**config.mk**
```make
export PLATFORM = sky130hd
export DESIGN_NAME = newton_square_root
export DESIGN_NICKNAME = d
export VERILOG_FILES = /design/src/sv/nsr_pkg.sv /design/src/sv/nsr_divider.sv /design/src/sv/nsr_datapath.sv /design/src/sv/nsr_ctrl.sv /design/src/sv/newton_square_root.sv
export SDC_FILE = /design/constraint.sdc
export NUM_CORES = 1
export LEC_CHECK = 0
export ABC_AREA = 1
export BUFFER_PORTS_ARGS = -buffer_cell sky130_fd_sc_hd__buf_2
export CAP_MARGIN = 20
export CORE_MARGIN = 4
export CORE_UTILIZATION = 40
export CTS_BUF_LIST = sky130_fd_sc_hd__clkbuf_8
export DETAILED_ROUTE_END_ITERATION = 7
export PLACE_DENSITY = 0.55
export SYNTH_ARGS = -nofsm -noshare
export SYNTH_HDL_FRONTEND = slang
export SYNTH_SLANG_ARGS = --single-unit
```
**constraint.sdc**
```tcl
create_clock -name i_clk -period 6.5 [get_ports i_clk]
set_clock_uncertainty 0.2 [all_clocks]
set_input_delay 0.325 -clock i_clk [delete_from_list [all_inputs] [get_ports i_clk]]
set_output_delay 0.325 -clock i_clk [all_outputs]
set_load 0.05 [all_outputs]
```
**src/sv/nsr_pkg.sv**
```systemverilog
package nsr_pkg;

    localparam int DATA_W    = 32;
    localparam int FRAC_W    = 16;
    localparam int NUM_W     = DATA_W + FRAC_W;
    localparam int TOL_W     = 16;
    localparam int STEP_W    = 6;
    localparam int MAX_ITER  = 40;
    localparam int DIV_CNT_W = $clog2(NUM_W);

    localparam logic [TOL_W-1:0] TOL_RESET = TOL_W'(2);

    typedef enum logic [2:0] {
        S_IDLE,
        S_CHECK,
        S_DIV,
        S_TEST,
        S_DONE
    } t_nsr_state;

    typedef struct packed {
        logic load;
        logic div_start;
        logic update;
        logic finish;
    } t_nsr_cmd;

    typedef struct packed {
        logic rad_zero;
        logic div_done;
        logic within_tol;
        logic at_cap;
        logic out_busy;
    } t_nsr_status;

endpackage

```
**src/sv/nsr_divider.sv**
```systemverilog
module nsr_divider
    import nsr_pkg::*;
(
    input  logic              i_clk,
    input  logic              i_rst_n,
    input  logic              i_start,
    input  logic [NUM_W-1:0]  i_dividend,
    input  logic [DATA_W-1:0] i_divisor,
    output logic              o_done,
    output logic [NUM_W-1:0]  o_quotient
);

    logic [DATA_W-1:0]    r_rem;
    logic [NUM_W-1:0]     r_quo;
    logic [DIV_CNT_W-1:0] r_cnt;
    logic                 r_busy;
    logic                 r_done;

    logic [DATA_W:0]   trial;
    logic [DATA_W+1:0] diff;
    logic              q_bit;
    logic [DATA_W-1:0] n_rem;

    // One restoring step: shift in the next dividend bit and try to subtract.
    always_comb begin
        trial = {r_rem, r_quo[NUM_W-1]};
        diff  = {1'b0, trial} - {2'b00, i_divisor};
        q_bit = ~diff[DATA_W+1];
        n_rem = q_bit ? diff[DATA_W-1:0] : trial[DATA_W-1:0];
    end

    always_ff @(posedge i_clk) begin
        if (!i_rst_n) begin
            r_busy <= 1'b0;
            r_done <= 1'b0;
            r_cnt  <= '0;
        end else begin
            r_done <= 1'b0;
            if (i_start) begin
                r_busy <= 1'b1;
                r_cnt  <= '0;
                r_rem  <= '0;
                r_quo  <= i_dividend;
            end else if (r_busy) begin
                r_rem <= n_rem;
                r_quo <= {r_quo[NUM_W-2:0], q_bit};
                r_cnt <= r_cnt + 1'b1;
                if (r_cnt == DIV_CNT_W'(NUM_W - 1)) begin
                    r_busy <= 1'b0;
                    r_done <= 1'b1;
                end
            end
        end
    end

    assign o_done     = r_done;
    assign o_quotient = r_quo;

endmodule

```
**src/sv/nsr_datapath.sv**
```systemverilog
module nsr_datapath
    import nsr_pkg::*;
(
    input  logic              i_clk,
    input  logic              i_rst_n,
    input  logic              i_tol_we,
    input  logic [TOL_W-1:0]  i_tol_wdata,
    input  logic [DATA_W-1:0] i_radicand,
    input  logic              i_out_ready,
    input  t_nsr_cmd          i_cmd,
    output t_nsr_status       o_status,
    output logic              o_out_valid,
    output logic [DATA_W-1:0] o_root,
    output logic              o_converged
);

    logic [TOL_W-1:0]  r_tol;
    logic [DATA_W-1:0] r_rad;
    logic [DATA_W-1:0] r_est;
    logic [DATA_W-1:0] r_prior;
    logic [STEP_W-1:0] r_step;
    logic [DATA_W-1:0] r_root;
    logic              r_conv;
    logic              r_out_valid;

    logic              div_done;
    logic [NUM_W-1:0]  quotient;
    logic [NUM_W:0]    sum;
    logic [DATA_W-1:0] n_est;
    logic [DATA_W-1:0] abs_diff;
    logic [DATA_W-1:0] min_est;

    nsr_divider u_divider (
        .i_clk      (i_clk),
        .i_rst_n    (i_rst_n),
        .i_start    (i_cmd.div_start),
        .i_dividend (NUM_W'(r_rad) << FRAC_W),
        .i_divisor  (r_est),
        .o_done     (div_done),
        .o_quotient (quotient)
    );

    always_comb begin
        sum      = (NUM_W+1)'(r_est) + (NUM_W+1)'(quotient);
        n_est    = sum[DATA_W:1];
        abs_diff = (r_prior > r_est) ? (r_prior - r_est) : (r_est - r_prior);
        min_est  = (r_est < r_prior) ? r_est : r_prior;
    end

    always_comb begin
        o_status.rad_zero   = (r_rad == '0);
        o_status.div_done   = div_done;
        o_status.within_tol = (abs_diff < DATA_W'(r_tol));
        o_status.at_cap     = (r_step == STEP_W'(MAX_ITER));
        o_status.out_busy   = r_out_valid & ~i_out_ready;
    end

    always_ff @(posedge i_clk) begin
        if (!i_rst_n) begin
            r_tol <= TOL_RESET;
        end else if (i_tol_we) begin
            r_tol <= i_tol_wdata;
        end
    end

    always_ff @(posedge i_clk) begin
        if (i_cmd.load) begin
            r_rad   <= i_radicand;
            r_est   <= i_radicand;
            r_prior <= i_radicand;
            r_step  <= '0;
        end else if (i_cmd.update) begin
            r_prior <= r_est;
            r_est   <= n_est;
            r_step  <= r_step + 1'b1;
        end
    end

    always_ff @(posedge i_clk) begin
        if (!i_rst_n) begin
            r_out_valid <= 1'b0;
        end else if (i_cmd.finish) begin
            r_out_valid <= 1'b1;
        end else if (i_out_ready) begin
            r_out_valid <= 1'b0;
        end
    end

    always_ff @(posedge i_clk) begin
        if (i_cmd.finish) begin
            r_root <= min_est;
            r_conv <= o_status.rad_zero | o_status.within_tol;
        end
    end

    assign o_out_valid = r_out_valid;
    assign o_root      = r_root;
    assign o_converged = r_conv;

endmodule

```
**src/sv/nsr_ctrl.sv**
```systemverilog
module nsr_ctrl
    import nsr_pkg::*;
(
    input  logic        i_clk,
    input  logic        i_rst_n,
    input  logic        i_in_valid,
    input  t_nsr_status i_status,
    output logic        o_in_ready,
    output t_nsr_cmd    o_cmd
);

    t_nsr_state r_state;
    t_nsr_state n_state;

    always_ff @(posedge i_clk) begin
        if (!i_rst_n) begin
            r_state <= S_IDLE;
        end else begin
            r_state <= n_state;
        end
    end

    always_comb begin
        n_state = r_state;
        unique case (r_state)
            S_IDLE: begin
                if (i_in_valid) begin
                    n_state = S_CHECK;
                end
            end
            S_CHECK: begin
                n_state = i_status.rad_zero ? S_DONE : S_DIV;
            end
            S_DIV: begin
                if (i_status.div_done) begin
                    n_state = S_TEST;
                end
            end
            S_TEST: begin
                priority if (i_status.within_tol || i_status.at_cap) begin
                    n_state = S_DONE;
                end else begin
                    n_state = S_DIV;
                end
            end
            S_DONE: begin
                if (!i_status.out_busy) begin
                    n_state = S_IDLE;
                end
            end
            default: n_state = S_IDLE;
        endcase
    end

    always_comb begin
        o_in_ready      = 1'b0;
        o_cmd.load      = 1'b0;
        o_cmd.div_start = 1'b0;
        o_cmd.update    = 1'b0;
        o_cmd.finish    = 1'b0;
        unique case (r_state)
            S_IDLE: begin
                o_in_ready = 1'b1;
                o_cmd.load = i_in_valid;
            end
            S_CHECK: begin
                o_cmd.div_start = ~i_status.rad_zero;
            end
            S_DIV: begin
                o_cmd.update = i_status.div_done;
            end
            S_TEST: begin
                o_cmd.div_start = ~(i_status.within_tol | i_status.at_cap);
            end
            S_DONE: begin
                o_cmd.finish = ~i_status.out_busy;
            end
            default: ;
        endcase
    end

endmodule

```
**src/sv/newton_square_root.sv**
```systemverilog
// Channel   Direction  Handshake                 Payload
// input     in         i_in_valid / o_in_ready   i_radicand
// output    out        o_out_valid / i_out_ready o_root, o_converged
// config    in         i_tol_we                  i_tol_wdata
//
// Each Newton step runs one division on the shared radix-2 divider (48 quotient bits).
// An item runs k steps, k at most 40; a zero radicand skips the divider.
// Reset is synchronous and returns the tolerance to 2 LSBs.
// A finished result waits in the output register; the next item is accepted meanwhile.
// A result that finds the output register still full waits until it is taken.
module newton_square_root
    import nsr_pkg::*;
(
    input  logic              i_clk,
    input  logic              i_rst_n,
    input  logic              i_tol_we,
    input  logic [TOL_W-1:0]  i_tol_wdata,
    input  logic              i_in_valid,
    output logic              o_in_ready,
    input  logic [DATA_W-1:0] i_radicand,
    output logic              o_out_valid,
    input  logic              i_out_ready,
    output logic [DATA_W-1:0] o_root,
    output logic              o_converged
);

    t_nsr_cmd    cmd;
    t_nsr_status status;

    nsr_ctrl u_ctrl (
        .i_clk      (i_clk),
        .i_rst_n    (i_rst_n),
        .i_in_valid (i_in_valid),
        .i_status   (status),
        .o_in_ready (o_in_ready),
        .o_cmd      (cmd)
    );

    nsr_datapath u_datapath (
        .i_clk       (i_clk),
        .i_rst_n     (i_rst_n),
        .i_tol_we    (i_tol_we),
        .i_tol_wdata (i_tol_wdata),
        .i_radicand  (i_radicand),
        .i_out_ready (i_out_ready),
        .i_cmd       (cmd),
        .o_status    (status),
        .o_out_valid (o_out_valid),
        .o_root      (o_root),
        .o_converged (o_converged)
    );

endmodule

```
# Yosys cells after proc, flatten, opt, wreduce, memory -nomap -nowiden
# Index checks and enable logic that the tools add are counted.
word_totals:
  inputBits: 53
  elab_cells: 80
  out_inout_bits: 35
  register_bits: 243
classes:
  eq_ne: 9
  magnitude_cmp: 3
  addsub: 6
  reduce_logical: 10
  mux: 27
  bitwise_logic: 10
ops:
  columns: ["op", "n"]
  rows:
  - ["$mux 32", 8]
  - ["$mux 48", 2]
  - ["$sub 32x32->32", 2]
  - ["$sub 33x32->34", 1]
  - ["$add 32x33->33", 1]
  - ["$gt 32x32->1", 1]
  - ["$logic_not 32->1", 1]
  - ["$lt 32x16->1", 1]
  - ["$lt 32x32->1", 1]
  - ["$mux 3", 5]
  - ["$pmux 3 s5", 1]
  - ["$add 6x1->6 const B", 2]
  - ["$eq 6x6->1 const B", 2]
  - ["$mux 1", 10]
  - ["$not 1->1", 7]
  - ["$eq 3x2->1 const B", 2]
  - ["$reduce_bool 2->1", 3]
  - ["$ne 2x2->1 const B", 2]
  - ["$eq 3x1->1 const B", 1]
  - ["$eq 3x3->1 const B", 1]
  - ["$logic_not 3->1", 1]
  - ["$reduce_and 3->1", 1]
  - ["$reduce_or 3->1", 1]
  - ["$ne 2x1->1 const B", 1]
  - ["other kinds (6)", 7]

# Logic depth before layout (Yosys ltp)
# Gate-level depths: netlist of run 1.
depth:
  depth_word: 8
  ltp_mapped: 33
  mapped_depth_nobuf: 30

# Modules after synthesis
# Synthesis of run 1 repeated with hierarchy kept, for this count alone.
hier_totals:
  cells_unflattened: 2903
  hier_area_um2: 19667.6
modules_own_cells:
  columns: ["mod", "area_per_inst_um2", "instances", "cells_each"]
  rows:
  - ["nsr_datapath", 12712.2, 1, 1867]
  - ["nsr_divider", 6730.2, 1, 998]
  - ["nsr_ctrl", 225.2, 1, 38]

# Least setup slack after synthesis of run 1
# No wires, ideal clock.
synth_path:
  path_type: "register to register"
  startpoint: "reg u_datapath.r_prior[0]"
  endpoint: "reg u_datapath.u_divider.r_quo[0] (netlist: u_datapath.u_divider.o_quotient[0]) (enable)"
  setup_slack_ns: 0.199
  path_stages_with_launch: 32
  arrival_ns: 5.307
  cell_sequence: "edfxtp_1 -> inv_1 -> ha_1 -> inv_1 -> fa_1 -> nand2_1 -> nand2_1 -> nand2_1 -> nand2_1 -> nand2_1 -> nand2_2 -> nand2_2 -> nand2_1 -> nand2_2 -> buf_6 -> clkbuf_1 -> mux2i_1 -> xor2_1 -> inv_1 -> ha_1 -> a21o_1 -> a21oi_1 -> nor2_1 -> nor2_1 -> o221ai_1 -> a21oi_1 -> nand3_2 -> nand3_4 -> nand2_4 -> buf_6 -> nand2_1 -> nand2_1"
synth_between:
  elab_chain_cells: 8
synth_rtl:
  columns: ["element", "line_no", "rtl"]
  rows:
  - ["start: declaration", "nsr_datapath.sv:20", "logic [DATA_W-1:0] r_prior;"]
  - ["start signal: assignment", "nsr_datapath.sv:70", "r_prior <= i_radicand;"]
  - ["start signal: assignment", "nsr_datapath.sv:73", "r_prior <= r_est;"]
  - ["$sub 32x32->32 / $gt 32x32->1 (equally long branches)", "nsr_datapath.sv:46", "abs_diff = (r_prior > r_est) ? (r_prior - r_est) : (r_est - r_prior);"]
  - ["$mux 32 (*)", "nsr_datapath.sv:46", null]
  - ["$lt 32x16->1 (*)", "nsr_datapath.sv:53", "o_status.within_tol = (abs_diff < DATA_W'(r_tol));"]
  - ["$or 1x1->1 (*)", "nsr_ctrl.sv:73", "o_cmd.div_start = ~(i_status.within_tol | i_status.at_cap);"]
  - ["$not 1->1 (*)", "nsr_ctrl.sv:73", null]
  - ["$pmux 1 s2 (*)", "nsr_ctrl.sv:61", "unique case (r_state)"]
  - ["$reduce_bool 2->1 (no source line) (*)", null, null]
  - ["$reduce_and 2->1 (no source line) (*)", null, null]
  - ["end signal: assignment", "nsr_divider.sv:43", "r_quo <= i_dividend;"]
  - ["end signal: assignment", "nsr_divider.sv:46", "r_quo <= {r_quo[NUM_W-2:0], q_bit};"]
  - ["end: declaration", "nsr_divider.sv:14", "logic [NUM_W-1:0] r_quo;"]
# Mark *: on every way between the ends. The rest lies on a longest branch, timed or not.
# A chain may end at the register's enable or synchronous reset.

# Worst setup path after layout of run 1
layout_path:
  startpoint: "reg u_datapath.r_est[1]"
  endpoint: "reg u_datapath.u_divider.r_quo[7] (netlist: u_datapath.u_divider.o_quotient[7]) (enable)"
layout_between:
  elab_chain_cells: 8
layout_rtl:
  columns: ["element", "line_no", "rtl"]
  rows:
  - ["start: declaration", "nsr_datapath.sv:19", "logic [DATA_W-1:0] r_est;"]
  - ["start signal: assignment", "nsr_datapath.sv:69", "r_est <= i_radicand;"]
  - ["start signal: assignment", "nsr_datapath.sv:74", "r_est <= n_est;"]
  - ["$sub 32x32->32 / $gt 32x32->1 (equally long branches)", "nsr_datapath.sv:46", null]
  - ["$mux 32 (*)", "nsr_datapath.sv:46", null]
  - ["$lt 32x16->1 (*)", "nsr_datapath.sv:53", null]
  - ["$or 1x1->1 (*)", "nsr_ctrl.sv:73", null]
  - ["$not 1->1 (*)", "nsr_ctrl.sv:73", null]
  - ["$pmux 1 s2 (*)", "nsr_ctrl.sv:61", null]
  - ["$reduce_bool 2->1 (no source line) (*)", null, null]
  - ["$reduce_and 2->1 (no source line) (*)", null, null]
# Marked as above.

==> results.md, run 1 <==
* Status: finished clean
* CP Launch Type: flip-flop
* Worst R2R End: u_datapath.u_divider.o_quotient[7]$_SDFFCE_PP0P_
* Setup tns final at 0 ns
* Cell area after synthesis at ~0.018 mm²
* Die area at 0.0494 mm²
* Routed WL per cell at between 15 and 20 µm
* Syn Inst Count at between 2,000 and 3,000
* DP HPWL at ~48,000 µm
* Final setup vio count at 0
* Grt ovf at 0
* P_leak at ~10 nW
* Net count after synthesis at 2,731
* CTS Buf Count at 46
* Area of the multi-input gates at 0.00955 mm²
* Worst setup path start: u_datapath.r_est[1]$_DFFE_PP_
* Unique masters post-synth at 49
* Pwr dens at around 310 mW/mm²
* Layout area overhead at 14.5%
* #FFs+latches synth at between 200 and 250
* Critical Path Slowest Stage Cell: edfxtp_1
* Final Hold Viols at 0
* Main synth FF type: edfxtp_1
* Tightest Pin Transition at about 0.86 ns
* Routed WL at 60,500 µm
* Nets at just under 3,000
* Cell Rows at 78
* Antenna Cells at 0
* RSZ-0062 raised after global routing: no
* Routed vias/inst at 5.07
* Vias at about 17,000
* Max-slew headroom at 41.8%
* Share of cells above drive strength 1 at 8.21%
* Antenna Nets Post-Route at 0
* Drt drc at 0
* Post-synthesis sequential area ratio at about 38%
* Period minus WS final at roughly 5.4 ns
* Yosys warns at 0
* CTS tree: built
* Post-CTS Setup Bufs at 0
* Clock-pin slew on the worst setup and hold paths at ~0.060 ns
* Reg2reg path depth at 29
* Fill cell count at ~4,600
* Worst path required time at between 6 and 7 ns
* Total GRT Usage at between 20% and 30%
* CP Capture Type: flip-flop
* Max-slew violations at 0
* Reg2Reg Setup Slack at roughly 1.1 ns
* CTS Buffer Depth at 3
* Starting Density at 40.4%
* CTS sink count at 243
* Final worst-path cycle share at 82.8%
* CP endpoint: u_datapath.u_divider.o_quotient[7]$_SDFFCE_PP0P_
* Ranking of synthesized cells by area: edfxtp_1 34%, nand2_1 17%, ha_1 9.9%
* # port buffers at 87
* Drt pass-1 iters at 7
* Top cells by count, synth: 851 x nand2_1, 419 x inv_1, 209 x edfxtp_1, 173 x a21oi_1, 154 x o21ai_0
* Crit path kind: reg2reg
* Post-Syn Area per Cell at slightly above 7 µm²
* Synth top area share at about a third
* Hold Path Class: in2reg
* # IOs at just under 90
* Die H at between 200 and 250 µm
* Die width at about 220 µm
* Total power at 6.52 mW
* Initial antenna violation count at 0
* First-pass GRT wire length at 93,800 µm
* Count leader, synth: nand2_1
* Area of the core at about 0.045 mm²
* Most used cell, CP: nand2_1
* Post-synth EDFFs at roughly 210
* Fin Hold WS at between 0.05 and 0.06 ns
* Vias in the first global route at between 15,000 and 20,000
* Root Buffer: clkbuf_8
* Max Fanout on Critical Path at 31
* H-tree levels at 2
* FF+latch area at just under 0.007 mm²
* Largest net degree at the start of global routing at 88
* Leading area contributor after synthesis: edfxtp_1
* Asr flop ratio synth at 0%
* GPL Wtd Cong at between 0.9 and 1
* VDD IR max at approximately 190 µV
* Crit-path max cell delay at around 0.5 ns
* Fmax at between 150 and 200 MHz
* Initial DRC Count at around 1,200
* Util after Layout at a little under half
* Reg2reg start: u_datapath.r_est[1]$_DFFE_PP_
* Skew-Pair Late Insertion Delay at 0.63 ns
* Max Cap Viol at 0
* Critical Path AT at around 5.5 ns
[state kept, by name, indices dropped and copies added (netlist names)]
register and count:
u_ctrl.r_state 3, u_datapath.r_step 6, u_datapath.o_out_valid 1, u_datapath.r_rad 32, u_datapath.u_divider.o_quotient 48, u_datapath.u_divider.r_rem 32
u_datapath.r_tol 16, u_datapath.r_prior 32, u_datapath.u_divider.r_cnt 6, u_datapath.u_divider.r_busy 1, u_datapath.o_root 32, u_datapath.o_converged 1
u_datapath.u_divider.o_done 1, u_datapath.r_est 32
[routing by layer]
metal	vias to the layer above	track usage, %	share of wire, %
met5	-	0	0
met1	7764	33.2	47
li1	8520	-	-
met4	0	9.08	3.8
met3	114	3.48	5.4
met2	473	38.8	44
[power breakdown]
part	switching, mW	internal, mW	leakage (nW)
Combinational	1.98	1.01	7.52
Sequential	0.128	1.94	2.24
Clock	0.694	0.764	0.506
Total	2.81	3.72	10.3
[cells by family (layout without fill, tap and decap cells)]
family,after synthesis,in the layout,synth area share [%]
adders and majority gates,149,149,10.3
xor gates and xnor gates,57,57,2.72
muxes,3,3,0.164
buffers and inverters,478,678,10.1
DFF,243,243,37.9
and+or+nand+nor,1205,1205,27.0
AOI/OAI and AO/OA,394,394,11.8
[worst min-delay path by stage]
stage                                          start                                to  slack (ns)  cells after the start
floorplan                              i_radicand[0]     u_datapath.r_rad[0]$_DFFE_PP_        0.22                      0
global route                              i_in_valid    u_ctrl.r_state[0]$_SDFFE_PN0P_        0.04                      4
global placement    u_datapath.r_tol[5]$_SDFFE_PN0P_  u_datapath.r_tol[5]$_SDFFE_PN0P_        0.26                      2
detailed placement  u_datapath.r_tol[4]$_SDFFE_PN0P_  u_datapath.r_tol[4]$_SDFFE_PN0P_        0.26                      2
finish                                    i_in_valid    u_ctrl.r_state[0]$_SDFFE_PN0P_        0.05                      4
CTS                                       i_in_valid    u_ctrl.r_state[0]$_SDFFE_PN0P_        0.01                      4
[area by class of cell]
class | count | area share (%)
multi-input combinational | 1808 | 45.5
clock buffer | 51 | 3.34
inverter | 425 | 7.60
timing repair buffer | 168 | 5.98
clock inverter | 34 | 0.870
sequential | 243 | 33.1
tap | 600 | 3.58
[through the flow]
stage	area [µm²]	worst slack, ns	instances
after floorplan	18300	0.199	2529
after global placement	19400	1.18	3178
after detailed placement	19500	1.17	3179
after CTS	21000	1.13	3329
after global routing	21000	0.702	3329
final	21000	1.12	3329
[critical path: cells and delay by family (launching register included)]
kind            cells  cell delay [ns]
simple gates       17             1.82
flops               1             0.50
buf+inv             4             0.93
fa+ha+maj           2             0.66
compound gates      5             0.76
xor+xnor            1             0.18
[what timing repair did]
action / in CTS / in global routing
hold endpoints to repair: 110 / 0
hold buffers: 65 / 0
gates resized for setup: 0 / 0
[placed cells by master, fill, tap and decap left out, types with 12 or more instances in the layout]
| cell type | n |
|---|---|
| nand2_1 | 848 |
| inv_1 | 434 |
| edfxtp_1 | 209 |
| a21oi_1 | 173 |
| o21ai_0 | 154 |
| ha_1 | 145 |
| nor2_1 | 127 |
| nand3_1 | 118 |
| buf_2 | 87 |
| dlygate4sd3_1 | 65 |
| clkbuf_8 | 51 |
| xor2_1 | 40 |
| dfxtp_1 | 34 |
| nor3_1 | 28 |
| nand4_1 | 22 |
| xnor2_1 | 17 |
| nor2_2 | 15 |
| a31oi_1 | 12 |
| buf_4 | 12 |
(Power assumes the default switching activity.)
==> run 2: changes to the inputs <==
Clock period 6.5 ns to 4.5 ns, I/O delays scaled along.
==> run 2 against run 1 <==
  * Sequential power increased by 43%
  * The flow now finishes with violations (negative setup slack)
  * Sequential share of layout area decreased by 3.6 points
  * Global-route usage increased by 0.14 points
  * Critical path type unchanged
  * Cell count increased by 7.4%
==> results.md, run 2 (synthesis results as in run 1) <==
* Cell Rows at 78 (unchanged)
* Failing checks: negative setup slack
* Initial DRC Count at 1,289 (+8.6%)
* Pint at 6.08 mW (+64%)
* Total power at 10.4 mW (+60%)
* Worst Min Path Start: i_tol_we
* Drt drc at 0 (unchanged)
* Final setup vio count at 83 (+83)
* Skew-Pair Late Insertion Delay at 0.64 ns (about the same)
* Most frequent cells in the layout: 838 x nand2_1, 432 x inv_1, 224 x buf_4
* DP HPWL at 49,200 µm (+3.0%)
* Grt ovf at 0 (unchanged)
* # IOs at 88 (unchanged)
* Reg2reg path depth at 26 (-10%)
* Combinational power share at 50.4% (+4.5 points)
* Hold Path Class: in2reg
* Max-slew violations at 0 (unchanged)
* Max reg flops at 48 (unchanged)
* Worst R2R End: u_datapath.u_divider.o_quotient[13]$_SDFFCE_PP0P_
* CTS Buf Count at 46 (unchanged)
* Pwr dens at 444 mW/mm² (+43%)
* Max Cap Viol at 0 (unchanged)
* Largest net degree at the start of global routing at 67 (-24%)
* Crit path kind: reg2reg
* Vias at 18,000 (+6.5%)
* Status: finished with violations
* Period minus WS final at 4.60 ns (-0.782 ns)
* Final Hold Viols at 0 (unchanged)
* Share of cells above drive strength 1 at 17.5% (+9.3 points)
* Routed WL at 63,300 µm (+4.7%)
* Worst hold endpoint: u_datapath.r_tol[5]$_SDFFE_PN0P_
* H-tree levels at 2 (unchanged)
* CTS tree: built
* Final worst-path cycle share at 102% (+19 points)
* Tightest Pin Transition at 0.935 ns (+0.0718 ns)
* Clk pwr share at 21.2% (-1.1 points)
* Starting Density at 40.4% (unchanged)
* Drt pass-1 iters at 6 (-1)
* Worst path required time at 4.65 ns (-1.99 ns)
* Reg2reg start: u_datapath.r_est[19]$_DFFE_PP_
* Sw Pwr at 4.36 mW (+56%)
* Clock-pin slew on the worst setup and hold paths at 0.06 ns (about the same)
* Root Buffer: clkbuf_8
* Routed WL per cell at 17.7 µm (-2.5%)
* Pre-CTS setup slack at -0.128 ns (-1.30 ns)
* Die width at 222 µm (unchanged)
* Antenna Cells at 0 (unchanged)
* Commonest non-fill, non-tap cell in the layout: nand2_1
* Reg2Reg Setup Slack at -0.1 ns (-1.22 ns)
* Setup ws final at -0.0987 ns (-1.22 ns)
* Area of the core at 0.0454 mm² (unchanged)
* CTS Buffer Depth at 3 (unchanged)
* Total GRT Usage at 24.3% (+0.14 points)
* Routed vias/inst at 5.02 (-0.89%)
* Vias in the first global route at 17,200 (+3.6%)
* Sw Ratio at 41.8% (-1.3 points)
* Die H at 222 µm (unchanged)
* Max Fanout on Critical Path at 7 (-77%)
* Die area at 0.0494 mm² (unchanged)
* VDD IR max at 255 µV (+37%)
* GPL Wtd Cong at 0.955 (-1.0%)
* CTS sink count at 243 (unchanged)
* CP Capture Type: flip-flop
* Max-slew headroom at 37.7% (-4.2 points)
* Nets at 3,140 (+8.5%)
* Initial antenna violation count at 1 (+1)
* Hold depth at 3 (-1)
* RSZ-0062 raised after global routing: yes
* # port buffers at 87 (unchanged)
* Critical Path AT at 4.74 ns (-0.78 ns)
* P_leak at 11.6 nW (+13%)
* Fmax at 217 MHz (+17%)
* Antenna Nets Post-Route at 0 (unchanged)
* Share of power burned in registers at 28.4% (-3.3 points)
* First-pass GRT wire length at 94,700 µm (+1.0%)
* Util after Layout at 51.9% (+5.6 points)
* Fill cell count at 4,455 (-4.0%)
* CP Launch Type: flip-flop
* Layout area overhead at 28.4%
==> run 2: cell types whose count changed in the layout (fill, tap and decap cells not counted), sizes merged <==
cell         previous run  this run
clkinv                 15        19
clkinvlp                4         1
clkbuf                 51        54
nand2                 859       860
bufinv                  1         3
inv                   439       440
dlygate4sd3            65        68
buf                   103       339
==> run 2: power groups by stage <==
stage | clock, mW | sequential [mW] | combinational (mW)
finish | 2.21 | 2.97 | 5.27
global route | 2.40 | 2.98 | 5.87
CTS | 2.28 | 2.96 | 4.91
detailed placement | 0 | 3.00 | 4.81
global placement | 0 | 2.99 | 4.79
floorplan | 0 | 2.94 | 3.10
==> run 2: worst max path at each step <==
stage                     slack [ns]                                           endpoint                            start  cells past startpoint
final                           -0.1  u_datapath.u_divider.o_quotient[13]$_SDFFCE_PP0P_   u_datapath.r_est[19]$_DFFE_PP_                     26
after global routing           -0.26       u_datapath.u_divider.r_rem[28]$_SDFFCE_PP0P_   u_datapath.r_est[19]$_DFFE_PP_                     27
after CTS                      0.001        u_datapath.u_divider.r_rem[0]$_SDFFCE_PP0P_  u_datapath.r_prior[0]$_DFFE_PP_                     29
after detailed placement       -0.13        u_datapath.u_divider.r_rem[1]$_SDFFCE_PP0P_   u_datapath.r_est[29]$_DFFE_PP_                     24
after global placement         -0.10        u_datapath.u_divider.r_rem[2]$_SDFFCE_PP0P_   u_datapath.r_est[29]$_DFFE_PP_                     22
after floorplan                -0.09   u_datapath.u_divider.o_quotient[0]$_SDFFCE_PP0P_  u_datapath.r_prior[0]$_DFFE_PP_                     31
==> run 2: repair_timing <==
action	4_1_cts	5_1_grt
hold buffers	67	1
setup endpoints to repair	140	169
pin swaps	0	31
hold endpoints to repair	116	4
cloned	0	11
setup buffers	0	23
gates resized for setup	8	82
==> run 2: critical path, cell delays in order (launching register included) <==
cell and delay (ns):
edfxtp_1 0.50, ha_4 0.33, nand2_2 0.06, buf_6 0.12, nor2_4 0.10, nand2_2 0.08
nor2_4 0.20, nand3_4 0.09, buf_4 0.13, a21boi_4 0.13, buf_12 0.14, buf_4 0.13
o21ai_2 0.13, xor2_1 0.17, inv_1 0.11, ha_4 0.29, buf_4 0.09, nand2_1 0.05
nor3_2 0.25, a21oi_4 0.10, nand3_2 0.12, nand3_4 0.11, nand2_8 0.14, nand2_4 0.07
nand2_8 0.12, buf_12 0.17, clkbuf_16 0.16
==> run 2: metal layers <==
metal | up-vias | track usage (%) | part of all wire, %
met4 | 0 | 7.30 | 3.3
li1 | 9003 | - | -
met2 | 547 | 38.9 | 45
met5 | - | 0 | 0
met3 | 116 | 3.57 | 6.3
met1 | 8296 | 34.2 | 46
==> run 2: through the flow <==
step | instances | instance area [µm²] | hold slack [ns] | TNS, ns
after floorplan | 2529 | 18400 | 0.124 | -7.51
after global placement | 3387 | 21100 | 0.220 | -9.14
after detailed placement | 3387 | 21100 | 0.226 | -12.37
after CTS | 3540 | 22700 | 0.00592 | 0
after global routing | 3576 | 23500 | 0.105 | -29.78
final | 3576 | 23500 | 0.0669 | -5.72
==> run 2: layout make-up <==
type	count	area [µm²]	area share, %
clock buffer	48	661	2.81
multi-input combinational	1809	9910	42.1
clock inverter	38	258	1.09
timing repair buffer	413	3410	14.5
inverter	425	1600	6.77
sequential	243	6960	29.5
tap	600	751	3.19
==> run 3: changes to the inputs <==
Settings changed: REMOVE_ABC_BUFFERS from default to 1, SYNTH_HIERARCHICAL from default to 1.
==> run 3 against run 2 <==
  * The flow still finishes with violations (negative setup slack)
  * First-iteration DRC count rose by 15%
  * Die area is 7.0% higher
  * Combinational power is 120% higher
  * Global-route usage up 0.49 points
  * Critical path depth rose by 4
  * Sequential share of layout area down 2.9 points
  * Sequential power rose by 15%
  * Maximum frequency decreased by 2.3%
==> results.md, run 3 <==
* Status: finished with violations
* Failing checks: negative setup slack
* Synth top area share at 31.9% (-2.3 points)
* Syn Inst Count at 2,903 (+15%)
* Post-Syn Area per Cell at 6.77 µm² (-6.6%)
* CTS Buf Count at 46 (unchanged)
* Critical Path AT at 4.86 ns (+0.12 ns)
* CTS sink count at 243 (unchanged)
* Die H at 230 µm (+3.4%)
* Largest family of logic cells by synthesized area: simple AND/OR/NAND/NOR gates
* CP Capture Type: flip-flop
* VDD IR max at 253 µV (-0.55%)
* Vias at 20,000 (+11%)
* Yosys warns at 6 (+6)
* Max-slew headroom at 36.2% (-1.4 points)
* Asr flop ratio synth at 0% (unchanged)
* Total GRT Usage at 24.8% (+0.49 points)
* Cell area after synthesis at 0.0197 mm² (+7.2%)
* Largest net degree at the start of global routing at 121 (+81%)
* Final Hold Viols at 0 (unchanged)
* Leading area contributor after synthesis: edfxtp_1
* Post-synthesis sequential area ratio at 35.4% (-2.6 points)
* Final worst-path cycle share at 105% (+2.4 points)
* # IOs at 88 (unchanged)
* Nets at 3,585 (+14%)
* CP Launch Type: flip-flop
* Max-slew violations at 0 (unchanged)
* Placed insts at 3,866 (+14%)
* RSZ-0062 raised after global routing: yes
* Die area at 0.0528 mm² (+7.0%)
* Routed vias/inst at 4.90 (-2.4%)
* Area of the core at 0.0481 mm² (+6.1%)
* Grt ovf at 0 (unchanged)
* Crit path kind: reg2reg
* Top cells by count, synth: 1,124 x nand2_1, 513 x inv_1, 209 x edfxtp_1, 199 x nor2_1, 145 x ha_1
* Initial antenna violation count at 0 (-1)
* # port buffers at 87 (unchanged)
* Count leader, synth: nand2_1
* Critical Path Slowest Stage Cell: edfxtp_1
* Routed WL at 70,200 µm (+11%)
* Max Fanout on Critical Path at 8 (+1)
* Initial DRC Count at 1,485 (+15%)
* Post-synthesis compound-gate area fraction at 8.73% (-3.1 points)
* Fin Hold WS at 0.0951 ns (+0.0282 ns)
* Fmax at 212 MHz (-2.3%)
* Total power at 16.9 mW (+62%)
* Mux contribution to synthesized area at 0% (-0.16 points)
* Layout area overhead at 32.7%
* Max reg flops at 48 (unchanged)
* Most frequent cells in the layout: 1,023 x nand2_1, 520 x inv_1, 258 x buf_4
* Vias in the first global route at 19,200 (+12%)
* Crit-path max cell delay at 0.39 ns (-0.11 ns)
* Starting Density at 40.8% (+0.43 points)
* Post-synth EDFFs at 209 (unchanged)
* P_leak at 13.4 nW (+15%)
* Share of cells above drive strength 1 at 20.5% (+2.9 points)
* Simple-gate share of the synthesized area at 33.1% (+6.1 points)
* Setup ws final at -0.209 ns (-0.110 ns)
* Skew-Pair Late Insertion Delay at 0.62 ns (-0.02 ns)
* First-pass GRT wire length at 103,000 µm (+9.0%)
* Pwr dens at 647 mW/mm² (+46%)
* #FFs+latches synth at 243 (unchanged)
* CTS tree: built
* Final Cell Area at 0.0261 mm² (+11%)
* Worst path required time at 4.65 ns (about the same)
* Clock-pin slew on the worst setup and hold paths at 0.06 ns (about the same)
* Drt pass-1 iters at 5 (-1)
* Post-Synth Adder-Cell Area at 9.63% (-0.70 points)
* Ranking of synthesized cells by area: edfxtp_1 32%, nand2_1 21%, inv_1 9.8%
* Drt drc at 0 (unchanged)
* Final setup vio count at 150 (+81%)
* Cell Rows at 80 (+2.6%)
* Unique masters post-synth at 52 (+6.1%)
* Die width at 230 µm (+3.4%)
* CTS Buffer Depth at 3 (unchanged)
* Commonest non-fill, non-tap cell in the layout: nand2_1
* Tightest Pin Transition at 0.948 ns (+0.0125 ns)
* Hold Path Class: in2reg
* Max Cap Viol at 0 (unchanged)
* Most used cell, CP: nand2_2
* DP Area at 0.0228 mm² (+8.3%)
* DP HPWL at 53,600 µm (+9.0%)
* Final Instance Count excl. Fillers at 4,073 (+14%)
* H-tree levels at 2 (unchanged)
* Routed WL per cell at 17.2 µm (-2.7%)
* Util after Layout at 54.2% (+2.3 points)
* Period minus WS final at 4.71 ns (+0.110 ns)
* Main synth FF type: edfxtp_1
* Synth Area in XOR/XNOR at 1.78% (-0.94 points)
* Antenna Nets Post-Route at 0 (unchanged)
* GPL Wtd Cong at 0.925 (-3.1%)
* Root Buffer: clkbuf_8
* Antenna Cells at 0 (unchanged)
==> run 3: changes by cell type after synthesis, moves of 14 or more <==
cell,before,now
nand2_1,851,1124
inv_1,419,513
nor2_1,127,199
a21oi_1,173,122
nand2_2,7,24
xor2_1,40,24
nor3_1,28,13
nand3b_1,6,20
o21ai_0,154,140
==> run 3: per-stage QoR <==
step	worst slack, ns	setup TNS, ns
final	-0.209	-20.87
after CTS	-0.125	-10.53
after global routing	-0.437	-59.73
after floorplan	-6.21	-1241.25
after detailed placement	-0.374	-46.04
after global placement	-0.245	-27.63
==> run 3: final timing paths <==
path                                startpoint                                             to  slack [ns]  depth (start not counted)
max           u_datapath/r_prior[17]$_DFFE_PP_  u_datapath/u_divider/o_quotient[33]$_DFFE_PP_       -0.21                         30
max reg2reg   u_datapath/r_prior[17]$_DFFE_PP_  u_datapath/u_divider/o_quotient[33]$_DFFE_PP_       -0.21                         30
min                                   i_tol_we               u_datapath/r_tol[6]$_SDFFE_PN0P_         0.1                          3
min reg2reg  u_datapath/r_tol[13]$_SDFFE_PN0P_              u_datapath/r_tol[13]$_SDFFE_PN0P_        0.27                          2
==> run 3: routing by layer <==
| metal | vias to the layer above | share of wire [%] | GRT usage, % |
|---|---|---|---|
| li1 | 10100 | - | - |
| met1 | 9194 | 44 | 32.5 |
| met2 | 566 | 48 | 42.6 |
| met3 | 128 | 5.0 | 3.33 |
| met4 | 0 | 3.5 | 7.64 |
| met5 | - | 0 | 0 |
==> run 3: area by class of cell <==
cell class | count | area [µm²]
Clock inverter | 31 | 161
Multi-Input combinational cell | 2099 | 11400
Sequential cell | 243 | 6960
Tap cell | 656 | 821
Inverter | 526 | 1990
Timing Repair Buffer | 467 | 4030
Fill cell | 4749 | 22000
Clock buffer | 51 | 702
==> run 3: logic make-up after synthesis <==
| logic type | count (synthesis) |
|---|---|
| AOI/OAI and AO/OA | 315 |
| xor gates and xnor gates | 40 |
| adders and majority gates | 149 |
| buffers and inverters | 576 |
| DFF | 243 |
| other | 1 |
| and+or+nand+nor | 1579 |
==> run 3: power by group <==
part	switching [mW]	total [mW]	internal, mW
combinational	6.82	11.4	4.56
sequential	0.256	3.41	3.16
clock	1.00	2.10	1.10
==> run 3: worst max-delay path: cells and delay by family (launching register included) <==
| family | cells | cell delay (ns) |
|---|---|---|
| compound gates | 7 | 0.98 |
| fa+ha+maj | 2 | 0.59 |
| simple gates | 12 | 1.21 |
| xor+xnor | 1 | 0.10 |
| buf+inv | 8 | 0.99 |
| flops | 1 | 0.39 |
==> run 3: timing repair <==
action	4_1_cts	5_1_grt
hold buffers	69	0
endpoints found under the hold margin	116	0
cloned	5	12
endpoints found under the setup margin	168	169
resized for setup	75	179
pin swaps	19	61
buffers inserted	22	21
